$ cat src/rtl/core/ydw_pkg.sv
// Package for the weighted Young diagram growth block.
// Holds sizes, payload word types and the weight unit request/response structs.
// Depends on nothing.
package ydw_pkg;

  localparam int MAX_COLUMNS = 256;
  localparam int HEIGHT_BITS = 12;
  localparam int RND_W       = 64;
  localparam int OUT_W       = 9;
  localparam int ALPHA_W     = 2;

  // weight pipeline depth, in stages from request to response
  localparam int WLAT    = 3;
  // column index, able to hold MAX_COLUMNS itself
  localparam int CNT_W   = $clog2(MAX_COLUMNS + 1);
  // scan step counter, covers the drain of the weight pipeline
  localparam int STEP_W  = $clog2(MAX_COLUMNS + WLAT + 1);
  // perimeter 2*(x+h+2)
  localparam int P_W     = $clog2(2 * (MAX_COLUMNS + (1 << HEIGHT_BITS) + 1) + 1);
  localparam int SQ_W    = 2 * P_W;
  localparam int W_W     = 3 * P_W;
  localparam int SUM_W   = W_W + CNT_W;
  localparam int RND_CW  = $clog2(RND_W + 1);

  localparam logic [HEIGHT_BITS-1:0] HEIGHT_MAX = {HEIGHT_BITS{1'b1}};

  localparam logic ACT_CLEAR = 1'b0;
  localparam logic ACT_GROW  = 1'b1;

  typedef struct packed {
    logic             action;
    logic [RND_W-1:0] random_word;
  } cmd_t;

  typedef struct packed {
    logic [OUT_W-1:0] chosen_column;
    logic [OUT_W-1:0] column_count;
    logic             saturated;
  } res_t;

  typedef struct packed {
    logic                   valid;
    logic                   cand;
    logic [CNT_W-1:0]       x;
    logic [HEIGHT_BITS-1:0] h;
  } wgt_req_t;

  typedef struct packed {
    logic             valid;
    logic [CNT_W-1:0] x;
    logic [W_W-1:0]   w;
  } wgt_rsp_t;

endpackage

$ cat src/rtl/core/ydw_modulo.sv
// Restoring remainder unit: one dividend bit per cycle.
// Depends on ydw_pkg.
module ydw_modulo (
  input  logic                      clk_i,
  input  logic                      rst_ni,
  input  logic                      start_i,
  input  logic [ydw_pkg::RND_W-1:0] dividend_i,
  input  logic [ydw_pkg::SUM_W-1:0] divisor_i,
  output logic                      done_o,
  output logic [ydw_pkg::SUM_W-1:0] rem_o
);

  logic                       busy_q, done_q;
  logic [ydw_pkg::RND_CW-1:0] cnt_q;
  logic [ydw_pkg::RND_W-1:0]  num_q;
  logic [ydw_pkg::SUM_W-1:0]  den_q, rem_q;
  logic [ydw_pkg::SUM_W:0]    trial;

  // shift in next bit, subtract when it fits
  assign trial = {rem_q, num_q[ydw_pkg::RND_W-1]};

  always_ff @(posedge clk_i or negedge rst_ni) begin
    if (!rst_ni) begin
      busy_q <= 1'b0;
      done_q <= 1'b0;
      cnt_q  <= '0;
    end else begin
      done_q <= 1'b0;
      if (start_i) begin
        busy_q <= 1'b1;
        cnt_q  <= '0;
      end else if (busy_q) begin
        cnt_q <= cnt_q + 1'b1;
        if (cnt_q == (ydw_pkg::RND_CW)'(ydw_pkg::RND_W - 1)) begin
          busy_q <= 1'b0;
          done_q <= 1'b1;
        end
      end
    end
  end

  always_ff @(posedge clk_i) begin
    if (start_i) begin
      num_q <= dividend_i;
      den_q <= divisor_i;
      rem_q <= '0;
    end else if (busy_q) begin
      num_q <= {num_q[ydw_pkg::RND_W-2:0], 1'b0};
      if (trial >= {1'b0, den_q}) begin
        rem_q <= ydw_pkg::SUM_W'(trial - {1'b0, den_q});
      end else begin
        rem_q <= ydw_pkg::SUM_W'(trial);
      end
    end
  end

  assign done_o = done_q;
  assign rem_o  = rem_q;

endmodule

$ cat config.mk
export PLATFORM = sky130hd
export DESIGN_NAME = ydw_modulo
export DESIGN_NICKNAME = d
export VERILOG_FILES = /design/src/rtl/core/ydw_pkg.sv /design/src/rtl/core/ydw_modulo.sv
export SDC_FILE = /design/constraint.sdc
export NUM_CORES = 1
export LEC_CHECK = 0
export BUFFER_PORTS_ARGS = -buffer_cell sky130_fd_sc_hd__buf_2
export CAP_MARGIN = 20
export CORE_ASPECT_RATIO = 1.5
export CORE_MARGIN = 1.5
export CORE_UTILIZATION = 50
export CTS_BUF_LIST = sky130_fd_sc_hd__clkbuf_4 sky130_fd_sc_hd__clkbuf_8 sky130_fd_sc_hd__clkbuf_16
export CTS_CLUSTER_DIAMETER = 40
export DETAILED_ROUTE_END_ITERATION = 16
export PLACE_DENSITY_LB_ADDON = 0.25
export SYNTH_ARGS = -nofsm -noshare
export SYNTH_HDL_FRONTEND = slang
export SYNTH_SLANG_ARGS = --single-unit
$ cat constraint.sdc
create_clock -name clk_i -period 7.62 [get_ports clk_i]
set_input_delay 0.381 -clock clk_i [delete_from_list [all_inputs] [get_ports clk_i]]
set_output_delay 0.381 -clock clk_i [all_outputs]
set_load 0.02 [all_outputs]
==> results.toml <==
[yosys]
synth_edf_count = 115
synth_commonest_cells = "nand2_1 (127), edfxtp_1 (115), nor2_1 (82), inv_1 (64), mux2_2 (64)"
ys_seq_area_frac = 0.4603
yosys_warnings = 0
yosys_register_bits = 175
synth_top_area_share = 0.3382
avgSynthCellArea_um2 = 10.10
synth_cells = 1011
syn_nets = 1182
synth_cell_types = 75
synth_async_sr_flop_share = 0.05143
syn_area_mm2 = 0.01021
synth_flop_cell = "edfxtp_1"
synth.area.top_cells = "edfxtp_1 (34%), dfxtp_1 (10%), mux2_2 (7.1%), ha_1 (6.4%), nand2_1 (4.7%)"
netlist.top_cell.by_area = "edfxtp_1"
synth.most_common_cell = "nand2_1"

[setup_path]
cp.required_ps = 7970
arrival_ps = 3880
worstSetupStartpoint = "num_q[63]"
critPathKind = "flop to flop"
slowest_stage = "and2_1"
worst_setup_path_end_kind = "flop"
worst-path-max-fanout = 34
crit_path_start_kind = "flop"
rrSetupSlack_ps = 4090
critPathTopFamily = "simple AND/OR/NAND/NOR gates"
cp_cell_sequence = "inv_1 -> ha_1 -> fa_1 -> nor2b_1 -> o31a_1 -> o211ai_1 -> nand4_1 -> nand3_1 -> and2_1 -> buf_4 -> nand2_1 -> o311a_1 -> a211oi_1"
worst-path-buf-inv = 2
max_stage_delay_ps = 660
regToRegStartpoint = "num_q[63]"

[placement]
dpl.hpwl_um = 18310
place.gp.congestion = 0.9271
portBuffers = 169

[sta]
fmax_mhz = 283.5
slew_headroom = 0.4431
report.final.slew_viol_count = 0
rsz0062_at_grt = "false"
setup_tns_ps = 0
skew_ps = 7.856
hold_viol = 0
tightest_slew_ps = 833.6
fin_crit_ps = 3527
setup-violations-final = 0
hold_slack_ps = 120.8
min_period_over_period = 0.4629

[layout]
layout-drive-gt1-share = 0.2556
antenna_cells = 0
nets = 1325
multi_input_area_mm2 = 0.004946
regArea_mm2 = 0.004701
fill_cells = 1784
areaGrowthSynthToFinish_pct = 14.49

[global_routing]
grt_max_degree = 72
grt_overflow = 0
antenna_found_initial = 0
grt_use_total = 0.2372
grt_pass1_vias = 8127
grt_pass1_wl_um = 39680

[hold_path]
hold_class = "primary input to flop"
hp-start = "divisor_i[35]"

[clock_tree]
h-tree-depth = 4
cts.reportedPaths.clkPinSlew_ps = 70
clk_path_buf_depth = 2
post_cts_resized = 0
cts_tree = "built"
clkSinkCount = 175
hold_buffers = 1
clk_latency_ps = 430
cts.root.buffer_cell = "clkbuf_16"
cts_buffers = 17
cts_setup_buffers = 0

[pwr]
max-vdd-ir-drop_mv = 0.2198
p_per_area_mw_per_mm2 = 333.8
p_leak_nw = 5.107

[route]
firstDrtPassIters = 5
route.vias.total = 8103
wl_met3_um = 1583
top_layer = "met4"
vias_per_cell = 5.682
wl_met1_um = 9495
wl_met2_um = 12700
drt_iter0_markers = 528
postRouteAntennaNets = 0
drc_errors = 0
wire_per_inst_um = 17.31
routed_wl_um = 24680

[floorplanning]
ios = 170
dieArea_mm2 = 0.02130
core_mm2 = 0.01986
die_height_um = 178.0
start_util = 0.5140
fp-row-count = 63
fp.dieW_um = 119.7

[run]
cap_violations = 0

[run_status]
status = "completed"
==> cell usage in the layout, fill, tap and decap left out, types with 7 or more instances in the layout <==
cell and count:
a21oi_1 63, o21bai_1 11, nand3_1 14, dfxtp_1 51, nor2b_1 15, buf_2 168
xnor2_1 17, a311oi_1 33, a211oi_1 8, o21ai_0 36, nand4_1 23, xor2_1 23
nand2_1 127, a31oi_1 13, nor3_1 8, nor2_1 82, a21o_1 23, mux2_2 64
inv_1 63, clkbuf_16 17, dfrtp_1 8, ha_1 52, edfxtp_1 115, o21a_1 7
==> sequential cells by signal, summed over array words and instances (netlist names) <==
name / flops
num_q: 64
done_o: 1
busy_q: 1
cnt_q: 7
rem_o: 51
den_q: 51
==> final cells by class <==
class | instances | area share
inverter | 65 | 0.02087
clock inverter | 11 | 0.01006
tap | 260 | 0.02783
timing repair buffer | 176 | 0.07761
multi-input combinational | 719 | 0.4231
sequential | 175 | 0.4022
clock buffer | 20 | 0.03832
==> cells by family (layout without fill, tap and decap cells) <==
kind of cell | count (synthesis) | after routing | synth area share
DFF | 175 | 175 | 0.4603
and+or+nand+nor | 315 | 315 | 0.1457
buffers and inverters | 117 | 272 | 0.05527
xor gates and xnor gates | 40 | 40 | 0.03431
adders and majority gates | 53 | 53 | 0.06569
AOI/OAI and AO/OA | 244 | 244 | 0.1646
muxes | 67 | 67 | 0.07414
==> layer usage <==
| layer | GRT usage | vias up |
|---|---|---|
| met5 | 0 | - |
| met4 | 0.1121 | 0 |
| li1 | - | 3975 |
| met1 | 0.2585 | 3792 |
| met3 | 0.06234 | 64 |
| met2 | 0.4272 | 272 |
==> per-stage QoR <==
stage / cell area [µm²] / instances / setup slack, ps / total power [W] / util
after CTS: 11690 / 1426 / 4080 / 0.003929 / 0.5884
after global routing: 11690 / 1426 / 3800 / 0.004158 / 0.5884
after global placement: 11110 / 1394 / 4217 / 0.003041 / 0.5595
after detailed placement: 11110 / 1394 / 4107 / 0.003061 / 0.5595
after floorplan: 10210 / 1011 / 4752 / 0.002630 / -
final: 11690 / 1426 / 4093 / 0.003902 / 0.5884
==> power by group <==
group / internal (W) / switching (W)
Combinational: 0.000646 / 0.00108
Sequential: 0.00118 / 0.000140
Clock: 0.000490 / 0.000366
==> path summary, 6_finish.rpt <==
| check | to | cells after the start |
|---|---|---|
| setup / recovery | rem_o[34] | 13 |
| hold / removal | den_q[35] | 1 |
| setup reg to reg | rem_o[34] | 13 |
| hold reg to reg | done_o | 1 |
| max in group asynchronous | busy_q | 2 |
| min in group asynchronous | cnt_q[1] | 2 |
No activity file was read; power rests on OpenSTA's default activity.
