[src/rtl/core/ydw_pkg.sv]
// Package for the weighted Young diagram growth block.
// Holds sizes, payload word types and the weight unit request/response structs.
// Depends on nothing.
package ydw_pkg;

  localparam int MAX_COLUMNS = 256;
  localparam int HEIGHT_BITS = 12;
  localparam int RND_W       = 64;
  localparam int OUT_W       = 9;
  localparam int ALPHA_W     = 2;

  // weight pipeline depth, in stages from request to response
  localparam int WLAT    = 3;
  // column index, able to hold MAX_COLUMNS itself
  localparam int CNT_W   = $clog2(MAX_COLUMNS + 1);
  // scan step counter, covers the drain of the weight pipeline
  localparam int STEP_W  = $clog2(MAX_COLUMNS + WLAT + 1);
  // perimeter 2*(x+h+2)
  localparam int P_W     = $clog2(2 * (MAX_COLUMNS + (1 << HEIGHT_BITS) + 1) + 1);
  localparam int SQ_W    = 2 * P_W;
  localparam int W_W     = 3 * P_W;
  localparam int SUM_W   = W_W + CNT_W;
  localparam int RND_CW  = $clog2(RND_W + 1);

  localparam logic [HEIGHT_BITS-1:0] HEIGHT_MAX = {HEIGHT_BITS{1'b1}};

  localparam logic ACT_CLEAR = 1'b0;
  localparam logic ACT_GROW  = 1'b1;

  typedef struct packed {
    logic             action;
    logic [RND_W-1:0] random_word;
  } cmd_t;

  typedef struct packed {
    logic [OUT_W-1:0] chosen_column;
    logic [OUT_W-1:0] column_count;
    logic             saturated;
  } res_t;

  typedef struct packed {
    logic                   valid;
    logic                   cand;
    logic [CNT_W-1:0]       x;
    logic [HEIGHT_BITS-1:0] h;
  } wgt_req_t;

  typedef struct packed {
    logic             valid;
    logic [CNT_W-1:0] x;
    logic [W_W-1:0]   w;
  } wgt_rsp_t;

endpackage

[src/rtl/core/ydw_cell.sv]
// One column cell of the height chain: holds one column height.
// Shifts toward the head when told; loads its cleared value on clear.
// Depends on ydw_pkg.
module ydw_cell (
  input  logic                            clk_i,
  input  logic                            rst_ni,
  input  logic                            clear_i,
  input  logic                            shift_i,
  input  logic                            init_one_i,
  input  logic [ydw_pkg::HEIGHT_BITS-1:0] h_i,
  output logic [ydw_pkg::HEIGHT_BITS-1:0] h_o
);

  logic [ydw_pkg::HEIGHT_BITS-1:0] h_d, h_q;

  // load cleared value, take neighbor's height, or hold
  always_comb begin
    h_d = h_q;
    if (clear_i) begin
      h_d = {{(ydw_pkg::HEIGHT_BITS-1){1'b0}}, init_one_i};
    end else if (shift_i) begin
      h_d = h_i;
    end
  end

  always_ff @(posedge clk_i or negedge rst_ni) begin
    if (!rst_ni) begin
      h_q <= '0;
    end else begin
      h_q <= h_d;
    end
  end

  assign h_o = h_q;

endmodule

[config.mk]
export PLATFORM = sky130hd
export DESIGN_NAME = ydw_cell
export DESIGN_NICKNAME = d
export VERILOG_FILES = /design/src/rtl/core/ydw_pkg.sv /design/src/rtl/core/ydw_cell.sv
export SDC_FILE = /design/constraint.sdc
export NUM_CORES = 1
export LEC_CHECK = 0
export BUFFER_PORTS_ARGS = -buffer_cell sky130_fd_sc_hd__buf_4
export CAP_MARGIN = 15
export CORE_AREA = 2 2 39 41
export CTS_BUF_LIST = sky130_fd_sc_hd__clkbuf_2
export DETAILED_ROUTE_END_ITERATION = 16
export DIE_AREA = 0 0 41 43
export PLACE_DENSITY = 0.69
export SLEW_MARGIN = 20
export SYNTH_ARGS = -nofsm -noshare
export SYNTH_HDL_FRONTEND = slang
export SYNTH_SLANG_ARGS = --single-unit
[constraint.sdc]
create_clock -name clk_i -period 0.8 [get_ports clk_i]
set_input_delay 0.12 -clock clk_i [delete_from_list [all_inputs] [get_ports clk_i]]
set_output_delay 0.12 -clock clk_i [all_outputs]
set_load 0.02 [all_outputs]
==> results of run 1 <==
-- metal layers --
| layer | global-route usage | vias up | wire, um |
|---|---|---|---|
| met5 | 0 | - | 0 |
| met1 | 0.136 | 178 | 397 |
| met3 | 0.0524 | 0 | 95 |
| met4 | 0.0600 | 0 | 0 |
| li1 | - | 194 | - |
| met2 | 0.222 | 17 | 539 |
-- report_power, final --
group	internal, mW	switching [mW]	total (mW)
sequential	0.642	0.0264	0.669
combinational	0.161	0.126	0.286
clock	0.109	0.187	0.295
-- worst min-delay path: cells and delay by family --
family,cells,cell delay (ps)
buffers and inverters,1,80
AOI/OAI and AO/OA,1,60
and+or+nand+nor,1,50
-- cell type report --
class / count / share of cell area
tap: 16 / 0.0256
sequential: 12 / 0.384
clock inverter: 1 / 0.00480
clock buffer: 3 / 0.0192
timing repair buffer: 30 / 0.349
multi-input combinational: 25 / 0.218
-- path summary, 6_finish.rpt --
| check | start | endpoint | slack, ps | cells past startpoint |
|---|---|---|---|---|
| max in group asynchronous | rst_ni | h_o[2] | 420 | 2 |
| setup reg to reg | h_o[0] | h_o[0] | -40 | 3 |
| hold reg to reg | h_o[10] | h_o[10] | 560 | 2 |
| hold / removal | init_one_i | h_o[0] | 90 | 3 |
| setup / recovery | h_o[7] | h_o[7] | -130 | 1 |
| min in group asynchronous | rst_ni | h_o[10] | 230 | 2 |
-- per-stage QoR --
| step | cells | cell area (sq um) | TNS (ps) |
|---|---|---|---|
| after floorplan | 39 | 485 | 0 |
| after global placement | 81 | 701 | 0 |
| after detailed placement | 81 | 701 | 0 |
| after CTS | 87 | 782 | -1640 |
| after global routing | 87 | 782 | -2220 |
| final | 87 | 782 | -1450 |
-- cells by family (layout without fill, tap and decap cells) --
logic type / after synthesis / in the layout / share of synthesized area
compound gates: 1 / 1 / 0.0103
simple gates: 12 / 12 / 0.0928
buf+inv: 2 / 34 / 0.0309
mux: 12 / 12 / 0.247
flops: 12 / 12 / 0.619
-- layout by cell type (no fill, tap or decap) --
cell type,synthesis,routed
clkbuf_2,0,3
o21ai_1,0,1
nand2_1,1,1
clkinv_1,0,1
buf_4,0,17
dfrtp_1,12,12
buf_6,1,12
mux2i_1,12,12
dlygate4sd3_1,0,1
nor2_1,11,11
-- repair_timing --
action | 4_1_cts | 5_1_grt
setup buffers | 1 | 0
endpoints found under the setup margin | 12 | 13
hold endpoints to repair | 12 | 0
hold buffers | 1 | 0
resized for setup | 13 | 0
==> run summary, run 1 <==
Crit-path leading delay family -> flip-flops
Register area -> 300 sq um
Syn Std Cell Area -> 485 sq um
Final Hold Fails -> 0
Drt drc -> 0
Status -> finished, violations left
Hold Slack -> 86.2 ps
Drt initial violations -> 4
Primary FF master, synth -> dfrtp_1
Failing checks -> setup timing
Hold WC Path Type -> in2reg
Final Cycle Share -> 1.16
Worst Skew -> 0 ps
Die area -> 1760 sq um
Largest net degree at the start of global routing -> 14
CP cell instances -> buf_6
Final Slew Violations -> 0
Filler cell count in the final layout -> 125
Crit-path slowest cell -> dfrtp_1
Post-synth EDFFs -> 0
Inserted Diodes -> 0
Max cap viols -> 0
Clock Path Buffers -> 2
I/O Buffers -> 28
Synth warn -> 0
Sequential area share after synthesis -> 0.619
RSZ-0062 raised after global routing -> yes
Startpoint types -> flop
Tot Pwr -> 1.25 mW
Vias post-DR -> 389
VDD IR max -> 0.750 mV
Crit Path Class -> reg2out
H-tree depth -> 1
Share of cells above drive strength 1 -> 0.451
Flops & latches, synth -> 12
Leak Pwr -> 0.426 nW
Synth top area share -> 0.619
Clock sinks -> 12
Largest stage delay on the critical path -> 420 ps
Min Tclk post-route -> 928 ps
Drt via density -> 4.47
Routed WL -> 1030 um
Number of routed nets with antenna violations -> 0
First-pass GRT wire length -> 1540 um
Final setup viols -> 13
Clock-pin slew of the registers on the worst-case setup and hold paths -> 110 ps
Nets@finish -> 89
Bufs and invs on worst path -> 1
Vias in the first global route -> 386
Die height -> 43 um
GPL Wtd Cong -> 0.681
Top post-synthesis cells by count -> 12 x dfrtp_1, 12 x mux2i_1, 11 x nor2_1
Critical path capture point type -> output port
Synthesized Nets -> 56
Row count -> 14
Fmax -> 1080 MHz
Max FFs per register -> 12
Critical Path AT -> 810 ps
Core area -> 1380 sq um
P&R area growth vs syn -> 61.1%
Root buf cell -> clkbuf_2
Footprint of the multi-input gates -> 170 sq um
Netlist cell types -> 7
Initial antenna violation count -> 0
CTS tree -> done
Hpwl dp -> 718 um
Synthesized instance count -> 39
GRT Total Usage -> 0.133
Post-Syn Area per Cell -> 12.4 sq um
Synth area leaders -> dfrtp_1 62%, mux2i_1 25%, nor2_1 8.5%
First-pass iteration count of the detailed router -> 4
Grt ovf -> 0
Cts bufs inserted -> 3
Slew headroom -> 0.870
Die Wd -> 41 um
Final worst slack -> -128 ps
Dominant cell type by area after synthesis -> dfrtp_1
Starting Density -> 0.351
CP max FO -> 2
Worst skew pair latency -> 250 ps
Wire length per cell -> 11.9 um
Post-place setup slack -> 49.3 ps
IO Pins -> 29
CP required -> 680 ps
Slew at the pin closest to its max-slew limit -> 195 ps
Post-route core utilization -> 0.565
Async S/R FF share, synth -> 1.00
Power Dens Cells -> 1600 nW/um^2
Note: power is estimated with default switching activity, not from simulation.
==> inputs of run 2 (changes only) <==
--- a/config.mk
+++ b/config.mk
@@ -5,13 +5,14 @@
 export SDC_FILE = /design/constraint.sdc
 export NUM_CORES = 1
 export LEC_CHECK = 0
+export ABC_AREA = 0
 export BUFFER_PORTS_ARGS = -buffer_cell sky130_fd_sc_hd__buf_4
 export CAP_MARGIN = 15
-export CORE_AREA = 2 2 39 41
+export CORE_ASPECT_RATIO = 1.1
+export CORE_UTILIZATION = 30
 export CTS_BUF_LIST = sky130_fd_sc_hd__clkbuf_2
 export DETAILED_ROUTE_END_ITERATION = 16
-export DIE_AREA = 0 0 41 43
-export PLACE_DENSITY = 0.69
+export PLACE_DENSITY = 0.58
 export SLEW_MARGIN = 20
 export SYNTH_ARGS = -nofsm -noshare
 export SYNTH_HDL_FRONTEND = slang
==> run 2 against run 1 <==
The run still ends with setup timing left; die area is 1.2% higher; first-iteration DRC count is 100% lower; clock power hardly changed; total power is 0.53% lower; fmax is 0.38% higher; critical path depth stayed put; core utilization is 2.1 points lower; critical endpoint is now h_o[9]; largest cell class unchanged.
==> run summary, run 2 (synthesized netlist as in run 1, its figures left out) <==
Status -> finished, violations left
Failing checks -> setup timing
Share of cells above drive strength 1 -> 0.451
Hold Slack -> 85.8 ps
IO Pins -> 29
Wire length per cell -> 11.5 um
R2R depth -> 3
Worst Skew -> 0 ps
Vias post-DR -> 400
Largest net degree at the start of global routing -> 14
Starting Density -> 0.338
Net Sw Power -> 334 uW
Final Cycle Share -> 1.16
Min Tclk post-route -> 924 ps
Nets@finish -> 89
Initial antenna violation count -> 0
Clock sinks -> 12
Tot Pwr -> 1.24 mW
Die area -> 1780 sq um
Drt via density -> 4.60
First-pass iteration count of the detailed router -> 1
Final setup viols -> 13
Cts bufs inserted -> 3
Slew at the pin closest to its max-slew limit -> 206 ps
VDD IR max -> 0.663 mV
Final Slew Violations -> 0
Slew headroom -> 0.863
Row count -> 14
Final worst slack -> -124 ps
Die height -> 44.2 um
Clock Path Buffers -> 2
Grt ovf -> 0
Post-route core utilization -> 0.544
CP max FO -> 2
Internal power -> 909 uW
CP required -> 680 ps
P&R area growth vs syn -> 61.1%
Crit-path leading delay family -> flip-flops
Most common cell after layout, fill and taps aside -> buf_4
GPL Wtd Cong -> 0.603
Final Hold Fails -> 0
H-tree depth -> 1
Finished Cell Area -> 782 sq um
First-pass GRT wire length -> 1730 um
Max cap viols -> 0
Critical path capture point type -> output port
Commonest non-fill, non-tap cells in the layout -> 17 x buf_4, 12 x mux2i_1, 12 x dfrtp_1, 12 x buf_6, 11 x nor2_1
Critical Path AT -> 800 ps
Crit Path Class -> reg2out
Cell depth of the worst hold path -> 3
Drt drc -> 0
Comb power frac -> 0.228
Die Wd -> 40.4 um
Max FFs per register -> 12
Setup TNS -> -1330 ps
Clock share of power -> 0.235
Bufs and invs on worst path -> 1
Leak Pwr -> 0.426 nW
Startpoint types -> flop
Fmax -> 1080 MHz
RSZ-0062 raised after global routing -> yes
Root buf cell -> clkbuf_2
Core area -> 1440 sq um
Clock-pin slew of the registers on the worst-case setup and hold paths -> 120 ps
Routed WL -> 1000 um
Worst skew pair latency -> 240 ps
I/O Buffers -> 28
Vias in the first global route -> 408
CP cell instances -> buf_6
Largest stage delay on the critical path -> 420 ps
Sequential group share of total power -> 0.537
GRT Total Usage -> 0.140
WP depth -> 1
Drt initial violations -> 0
Placed Area -> 701 sq um
Number of routed nets with antenna violations -> 0
Crit-path slowest cell -> dfrtp_1
Inserted Diodes -> 0
Switching Fraction -> 0.269
Power Dens Cells -> 1590 nW/um^2
Hold WC Path Type -> in2reg
CTS tree -> done
## run 2: cell type report
class / instances / area, sq um
Fill cell: 140 / 654
Sequential cell: 12 / 300
Timing Repair Buffer: 30 / 273
Multi-Input combinational cell: 25 / 170
Tap cell: 16 / 20.0
Clock buffer: 3 / 15.0
Clock inverter: 1 / 3.75
## run 2: power by group through the flow
stage	combinational, mW	clock [mW]	sequential (mW)
floorplan	0.0728	0	0.717
global placement	0.255	0	0.673
detailed placement	0.259	0	0.672
CTS	0.284	0.315	0.668
global route	0.311	0.346	0.672
finish	0.283	0.293	0.668
## run 2: layer usage
layer | track usage | up-vias | routed length [um]
met5 | 0 | - | 0
met4 | 0.0400 | 0 | 0
met3 | 0.0352 | 0 | 104
met2 | 0.203 | 23 | 436
met1 | 0.205 | 186 | 460
li1 | - | 191 | -
## run 2: path summary, 6_finish.rpt
kind | startpoint | to | slack, ps
min in group asynchronous | rst_ni | h_o[5] | 230
worst max-delay path | h_o[9] | h_o[9] | -120
worst min-delay path | init_one_i | h_o[0] | 90
worst min register to register | h_o[6] | h_o[6] | 560
max in group asynchronous | rst_ni | h_o[6] | 400
worst max register to register | h_o[3] | h_o[3] | -10
## run 2: stage by stage
step                      std cells  setup WS [ps]
after CTS                        86           -144
after floorplan                  39           43.7
after global routing             87           -179
final                            87           -124
after detailed placement         81           36.0
after global placement           81           67.9
## run 2: timing repair
action	CTS	global route
endpoints found under the setup margin	12	13
pin swaps	0	1
hold buffers	1	0
buffers inserted	0	1
endpoints found under the hold margin	12	0
resized for setup	12	1
