### src/rtl/core/ydw_pkg.sv
// Package for the weighted Young diagram growth block.
// Holds sizes, payload word types and the weight unit request/response structs.
// Depends on nothing.
package ydw_pkg;

  localparam int MAX_COLUMNS = 256;
  localparam int HEIGHT_BITS = 12;
  localparam int RND_W       = 64;
  localparam int OUT_W       = 9;
  localparam int ALPHA_W     = 2;

  // weight pipeline depth, in stages from request to response
  localparam int WLAT    = 3;
  // column index, able to hold MAX_COLUMNS itself
  localparam int CNT_W   = $clog2(MAX_COLUMNS + 1);
  // scan step counter, covers the drain of the weight pipeline
  localparam int STEP_W  = $clog2(MAX_COLUMNS + WLAT + 1);
  // perimeter 2*(x+h+2)
  localparam int P_W     = $clog2(2 * (MAX_COLUMNS + (1 << HEIGHT_BITS) + 1) + 1);
  localparam int SQ_W    = 2 * P_W;
  localparam int W_W     = 3 * P_W;
  localparam int SUM_W   = W_W + CNT_W;
  localparam int RND_CW  = $clog2(RND_W + 1);

  localparam logic [HEIGHT_BITS-1:0] HEIGHT_MAX = {HEIGHT_BITS{1'b1}};

  localparam logic ACT_CLEAR = 1'b0;
  localparam logic ACT_GROW  = 1'b1;

  typedef struct packed {
    logic             action;
    logic [RND_W-1:0] random_word;
  } cmd_t;

  typedef struct packed {
    logic [OUT_W-1:0] chosen_column;
    logic [OUT_W-1:0] column_count;
    logic             saturated;
  } res_t;

  typedef struct packed {
    logic                   valid;
    logic                   cand;
    logic [CNT_W-1:0]       x;
    logic [HEIGHT_BITS-1:0] h;
  } wgt_req_t;

  typedef struct packed {
    logic             valid;
    logic [CNT_W-1:0] x;
    logic [W_W-1:0]   w;
  } wgt_rsp_t;

endpackage

### src/rtl/core/ydw_weight.sv
// Three-stage weight pipeline: (2*(x+h+2))^alpha, zero for non-candidates.
// Depends on ydw_pkg.
module ydw_weight (
  input  logic                        clk_i,
  input  logic                        rst_ni,
  input  logic [ydw_pkg::ALPHA_W-1:0] alpha_i,
  input  ydw_pkg::wgt_req_t           req_i,
  output ydw_pkg::wgt_rsp_t           rsp_o
);

  logic                      v1_q, v2_q, v3_q;
  logic                      c1_q, c2_q;
  logic [ydw_pkg::CNT_W-1:0] x1_q, x2_q, x3_q;
  logic [ydw_pkg::P_W-1:0]   p1_q, p2_q;
  logic [ydw_pkg::SQ_W-1:0]  sq2_q;
  logic [ydw_pkg::W_W-1:0]   w3_q;
  logic [ydw_pkg::P_W-1:0]   p_d;
  logic [ydw_pkg::SQ_W-1:0]  sq_d;
  logic [ydw_pkg::W_W-1:0]   w_d;

  // perimeter
  assign p_d = ydw_pkg::P_W'({(ydw_pkg::P_W)'(req_i.x) + (ydw_pkg::P_W)'(req_i.h)
                + (ydw_pkg::P_W)'(2), 1'b0});

  // square
  assign sq_d = (ydw_pkg::SQ_W)'(p1_q) * (ydw_pkg::SQ_W)'(p1_q);

  // pick the power, drop non-candidates
  always_comb begin
    case (alpha_i)
      2'd0:    w_d = (ydw_pkg::W_W)'(1);
      2'd1:    w_d = (ydw_pkg::W_W)'(p2_q);
      2'd2:    w_d = (ydw_pkg::W_W)'(sq2_q);
      default: w_d = (ydw_pkg::W_W)'(sq2_q) * (ydw_pkg::W_W)'(p2_q);
    endcase
    if (!c2_q) begin
      w_d = '0;
    end
  end

  always_ff @(posedge clk_i or negedge rst_ni) begin
    if (!rst_ni) begin
      v1_q <= 1'b0;
      v2_q <= 1'b0;
      v3_q <= 1'b0;
    end else begin
      v1_q <= req_i.valid;
      v2_q <= v1_q;
      v3_q <= v2_q;
    end
  end

  always_ff @(posedge clk_i) begin
    c1_q  <= req_i.cand;
    x1_q  <= req_i.x;
    p1_q  <= p_d;
    c2_q  <= c1_q;
    x2_q  <= x1_q;
    p2_q  <= p1_q;
    sq2_q <= sq_d;
    x3_q  <= x2_q;
    w3_q  <= w_d;
  end

  assign rsp_o.valid = v3_q;
  assign rsp_o.x     = x3_q;
  assign rsp_o.w     = w3_q;

endmodule

### config.mk
export PLATFORM = sky130hd
export DESIGN_NAME = ydw_weight
export DESIGN_NICKNAME = d
export VERILOG_FILES = /design/src/rtl/core/ydw_pkg.sv /design/src/rtl/core/ydw_weight.sv
export SDC_FILE = /design/constraint.sdc
export NUM_CORES = 1
export LEC_CHECK = 0
export BUFFER_PORTS_ARGS = -buffer_cell sky130_fd_sc_hd__buf_2
export CAP_MARGIN = 20
export CORE_MARGIN = 3
export CORE_UTILIZATION = 30
export CTS_BUF_LIST = sky130_fd_sc_hd__clkbuf_4 sky130_fd_sc_hd__clkbuf_8
export CTS_CLUSTER_DIAMETER = 30
export DETAILED_ROUTE_END_ITERATION = 8
export PLACE_DENSITY = 0.45
export SETUP_SLACK_MARGIN = 0.3
export SYNTH_ARGS = -nofsm -noshare
export SYNTH_HDL_FRONTEND = slang
export SYNTH_SLANG_ARGS = --single-unit
### constraint.sdc
create_clock -name clk_i -period 5.83 [get_ports clk_i]
set_clock_uncertainty 0.1 [all_clocks]
set_input_delay 0.2915 -clock clk_i [delete_from_list [all_inputs] [get_ports clk_i]]
set_output_delay 0.2915 -clock clk_i [all_outputs]
set_load 0.02 [all_outputs]
==> impl_table.tex <==
\begin{tabular}{lr}
\hline
Metric & Value \\
\hline
\multicolumn{2}{l}{\textbf{Global routing}} \\
\quad Largest net degree at the start of global routing & 31 \\
\quad Number of antenna violations at the first check in global routing & 4 \\
\quad Global route total overflow & 0 \\
\quad Global Route Usage Sum & 16.0\% \\
\quad Global-route wire length before repair & between 80 and 90 mm \\
\quad Via count of the first global-routing pass & roughly 16000 \\
\multicolumn{2}{l}{\textbf{STA}} \\
\quad Final Hold Vio Count & 0 \\
\quad Setup TNS after final layout & 0 ns \\
\quad Fin crit share & between 90\% and 100\% \\
\quad Min cycle time layout & $\sim$5.4 ns \\
\quad PnR worst setup slack & between 0.4 and 0.5 ns \\
\quad Peak Freq & about 0.19 GHz \\
\quad Worst slew pin tran & approximately 0.9 ns \\
\quad Number of failing setup endpoints in the final timing report & 0 \\
\quad RSZ-0062 raised after global routing & yes \\
\quad Tightest slew margin relative to the limit & about two fifths \\
\quad Max-slew violation count & 0 \\
\multicolumn{2}{l}{\textbf{Synthesis}} \\
\quad Share of the synthesized area in compound gates (AO/OA/AOI/OAI) & under 10\% \\
\quad Most instantiated cells after synthesis & 461 x sky130\_fd\_sc\_hd\_\_inv\_1, 355 x sky130\_fd\_sc\_hd\_\_fa\_1, 258 x sky130\_fd\_sc\_hd\_\_nand2\_1 \\
\quad Top cells by area, synth & sky130\_fd\_sc\_hd\_\_fa\_1 37\%, sky130\_fd\_sc\_hd\_\_dfxtp\_1 13\%, sky130\_fd\_sc\_hd\_\_ha\_1 11\% \\
\quad Top flip-flop cell by instance count after synthesis & sky130\_fd\_sc\_hd\_\_dfxtp\_1 \\
\quad Xor/xnor cell area share of the yosys netlist & 2.63\% \\
\quad Share of synthesized area spent on multiplexers & between 1 and 1.5\% \\
\quad Syn Area/Cell & between 9 and 10 um2 \\
\quad Number of synthesized flops with an enable pin & 0 \\
\quad Area share of and/or/nand/nor cells after synthesis & 15.7\% \\
\quad Largest area contributor in the synthesized netlist & sky130\_fd\_sc\_hd\_\_fa\_1 \\
\quad Number of register bits inferred by synthesis & about 120 \\
\quad Mapped Area & 0.0190 mm2 \\
\quad Synthesized instance count & between 2000 and 2500 \\
\quad Most frequently used cell type in the post-synthesis netlist & sky130\_fd\_sc\_hd\_\_inv\_1 \\
\quad Distinct cells, synth & between 60 and 70 \\
\quad Share of the yosys chip area belonging to registers & a little over an eighth \\
\quad Main combinational cell family by area after synthesis & adder cells \\
\quad Share of the synthesized area in the top cell type & a little under two fifths \\
\quad Number of warnings issued by yosys & 0 \\
\quad Share of flip-flops with an asynchronous set or reset & 2.42\% \\
\quad Adder-cell share of the synthesized area & between 40\% and 50\% \\
\multicolumn{2}{l}{\textbf{Worst setup path}} \\
\quad Maximum cell stage delay along the critical path & around 0.54 ns \\
\quad Cell with the largest stage delay on the worst path & sky130\_fd\_sc\_hd\_\_fa\_1 \\
\quad Critical Path Most Common Cell & sky130\_fd\_sc\_hd\_\_fa\_1 \\
\quad Cell class contributing the biggest share of worst-path delay & adder cells \\
\quad Reg2reg path depth & 21 \\
\quad Startpoint class of the critical path & register \\
\quad Type of destination of the critical path & register \\
\quad Critical path cell sequence & buf\_12 -> and2\_4 -> fa\_1 -> inv\_2 -> fa\_1 -> inv\_2 -> fa\_1 -> fa\_1 -> inv\_2 -> fa\_1 -> inv\_2 -> ha\_4 -> buf\_6 -> o21ai\_2 -> o21bai\_2 -> a211oi\_2 -> o211ai\_1 -> buf\_4 -> a22oi\_2 -> mux2i\_1 -> nand2\_1 \\
\quad Critical path start-end classification & reg2reg \\
\quad Critical Path Fanout Max & 9 \\
\quad R2R Path Start & p2\_q[10] \\
\quad End of the worst register-to-register path & w3\_q[38] \\
\quad CP arrival & about 5.7 ns \\
\quad Reg2Reg Setup Slack & around 0.43 ns \\
\quad Worst Path Required & a little over 6 ns \\
\quad Buf/Inv on CP & 7 \\
\multicolumn{2}{l}{\textbf{CTS}} \\
\quad CTS HTree Levels & 4 \\
\quad \# clock sinks & 124 \\
\quad Buffer depth of the longest clock path & 2 \\
\quad Clock tree from TritonCTS & built \\
\quad Clock latency reported for the late side of the worst-skew pair & 0.55 ns \\
\quad Register clock-pin slew on the reported worst setup and hold paths & 0.12 ns \\
\quad Cts bufs inserted & 17 \\
\quad Master cell of the clock root buffer & sky130\_fd\_sc\_hd\_\_clkbuf\_8 \\
\multicolumn{2}{l}{\textbf{Layout}} \\
\quad Share of final-layout standard cells stronger than drive strength 1 & about 14\% \\
\quad Post-layout nets & between 2000 and 3000 \\
\quad Final core area utilization & between 30\% and 40\% \\
\quad Area growth syn-to-layout & 16.1\% \\
\multicolumn{2}{l}{\textbf{Min path}} \\
\quad Endpoint of the worst hold-timing path & p1\_q[10] \\
\quad Worst hold path stage count & 3 \\
\quad Hold Path Origin & req\_i[9] \\
\quad Hold Path Class & in2reg \\
\multicolumn{2}{l}{\textbf{Route}} \\
\quad Iter 0 DRT Violations & 570 \\
\quad Final Routed Wirelength & between 50 and 60 mm \\
\quad Total iterations of the first detailed-routing run & 5 \\
\quad Via count normalized by instance count & between 4 and 5 \\
\quad DR vias & 14200 \\
\quad Number of nets with antenna violations after routing & 0 \\
\quad DR DRC count & 0 \\
\quad DR WL/cell & $\sim$17 um \\
\multicolumn{2}{l}{\textbf{Floorplanning}} \\
\quad DIE HEIGHT & between 200 and 300 um \\
\quad DIE AREA & $\sim$0.066 mm2 \\
\quad Number of I/O pins & 79 \\
\quad Row count & 91 \\
\quad Core footprint & approximately 0.062 mm2 \\
\quad Starting density of the core & between 30\% and 40\% \\
\quad Die width & between 200 and 300 um \\
\multicolumn{2}{l}{\textbf{Placed design}} \\
\quad Placer Congestion & 0.831 \\
\quad Pre-CTS WS & -0.0784 ns \\
\quad Detailed placer's ending HPWL & approximately 40 mm \\
\quad Count of buffers inserted at the top-level ports & 78 \\
\multicolumn{2}{l}{\textbf{Flow run}} \\
\quad Max-capacitance violation count & 0 \\
\multicolumn{2}{l}{\textbf{Run status}} \\
\quad Outcome & finished, final reports clean \\
\hline
\end{tabular}
[worst max-delay path by stage]
stage,start,slack (ns),cells past startpoint,endpoint
detailed placement,p2_q[3],-0.08,18,w3_q[38]
global placement,p2_q[3],-0.08,18,w3_q[38]
finish,p2_q[10],0.43,21,w3_q[38]
CTS,p1_q[10],0.30,18,sq2_q[27]
floorplan,p2_q[5],0.44,20,w3_q[40]
global route,p2_q[10],0.19,21,w3_q[38]
[flip-flops by register name, indices dropped and copies added (netlist names)]
register / flops
w3_q: 42
sq2_q: 24
p1_q: 13
p2_q: 13
x1_q: 9
x2_q: 9
x3_q: 9
c1_q: 1
c2_q: 1
v1_q: 1
v2_q: 1
v3_q: 1
[cell usage in the layout, fill, tap and decap left out, drive strengths merged, types with 18 or more instances in the layout]
cell / Yosys / final
xnor2: 37 / 37
xor2: 20 / 20
fa: 355 / 355
clkbuf: 81 / 22
nand2: 258 / 258
a21o: 30 / 30
dfxtp: 121 / 121
ha: 171 / 171
nand3: 21 / 21
a21oi: 75 / 75
o21ai: 40 / 40
inv: 461 / 472
nor2: 62 / 62
nor2b: 18 / 18
buf: 14 / 175
and2: 182 / 182
[repair_timing]
action,CTS,global route
pin swaps,5,48
hold buffers,17,0
gates cloned,0,5
endpoints found under the hold margin,18,0
buffers inserted,5,18
setup endpoints to repair,34,33
gates resized for setup,23,111
[worst min-delay path, delay by kind of cell]
kind | cells | cell delay (ns)
adder cells (fa/ha/maj) | 1 | 0.25
XOR/XNOR | 1 | 0.10
buffers and inverters | 1 | 0.08
[layer usage]
metal / track usage [%] / vias up / wire, um
met5: 0 / - / 34
met3: 2.61 / 68 / 1870
met4: 5.26 / 4 / 1340
met1: 20.3 / 7276 / 23100
met2: 27.6 / 238 / 25500
li1: - / 6628 / -
[kinds of logic (layout without fill, tap and decap cells)]
family / Yosys count / in the layout
AO/OA/AOI/OAI: 215 / 215
XOR/XNOR: 57 / 57
adder cells (fa/ha/maj): 526 / 526
buffers and inverters: 556 / 690
flip-flops: 124 / 124
multiplexers: 22 / 22
other: 2 / 8
AND/OR/NAND/NOR: 602 / 602
[stage by stage]
step           hold slack [ns]  instance area, um2  instances
3_5_place_dp           -0.0101               20700       3002
2_1_floorplan           -0.104               19000       2108
5_1_grt                  0.103               22000       3080
3_3_place_gp           -0.0156               20700       3002
6_report                 0.108               22000       3081
4_1_cts                 0.0448               21300       3056
[layout make-up]
| type | count | area, um2 |
|---|---|---|
| Timing Repair Buffer | 197 | 1590 |
| Sequential cell | 124 | 2570 |
| Antenna cell | 2 | 5.00 |
| Clock inverter | 15 | 164 |
| Multi-Input combinational cell | 1428 | 14700 |
| Tap cell | 837 | 1050 |
| Fill cell | 6505 | 40100 |
| Clock buffer | 17 | 234 |
| Inverter | 461 | 1730 |
Power is left out: the tool's default activity adds up to more than one toggle a clock period on the data nets, which glitch-free logic cannot reach.
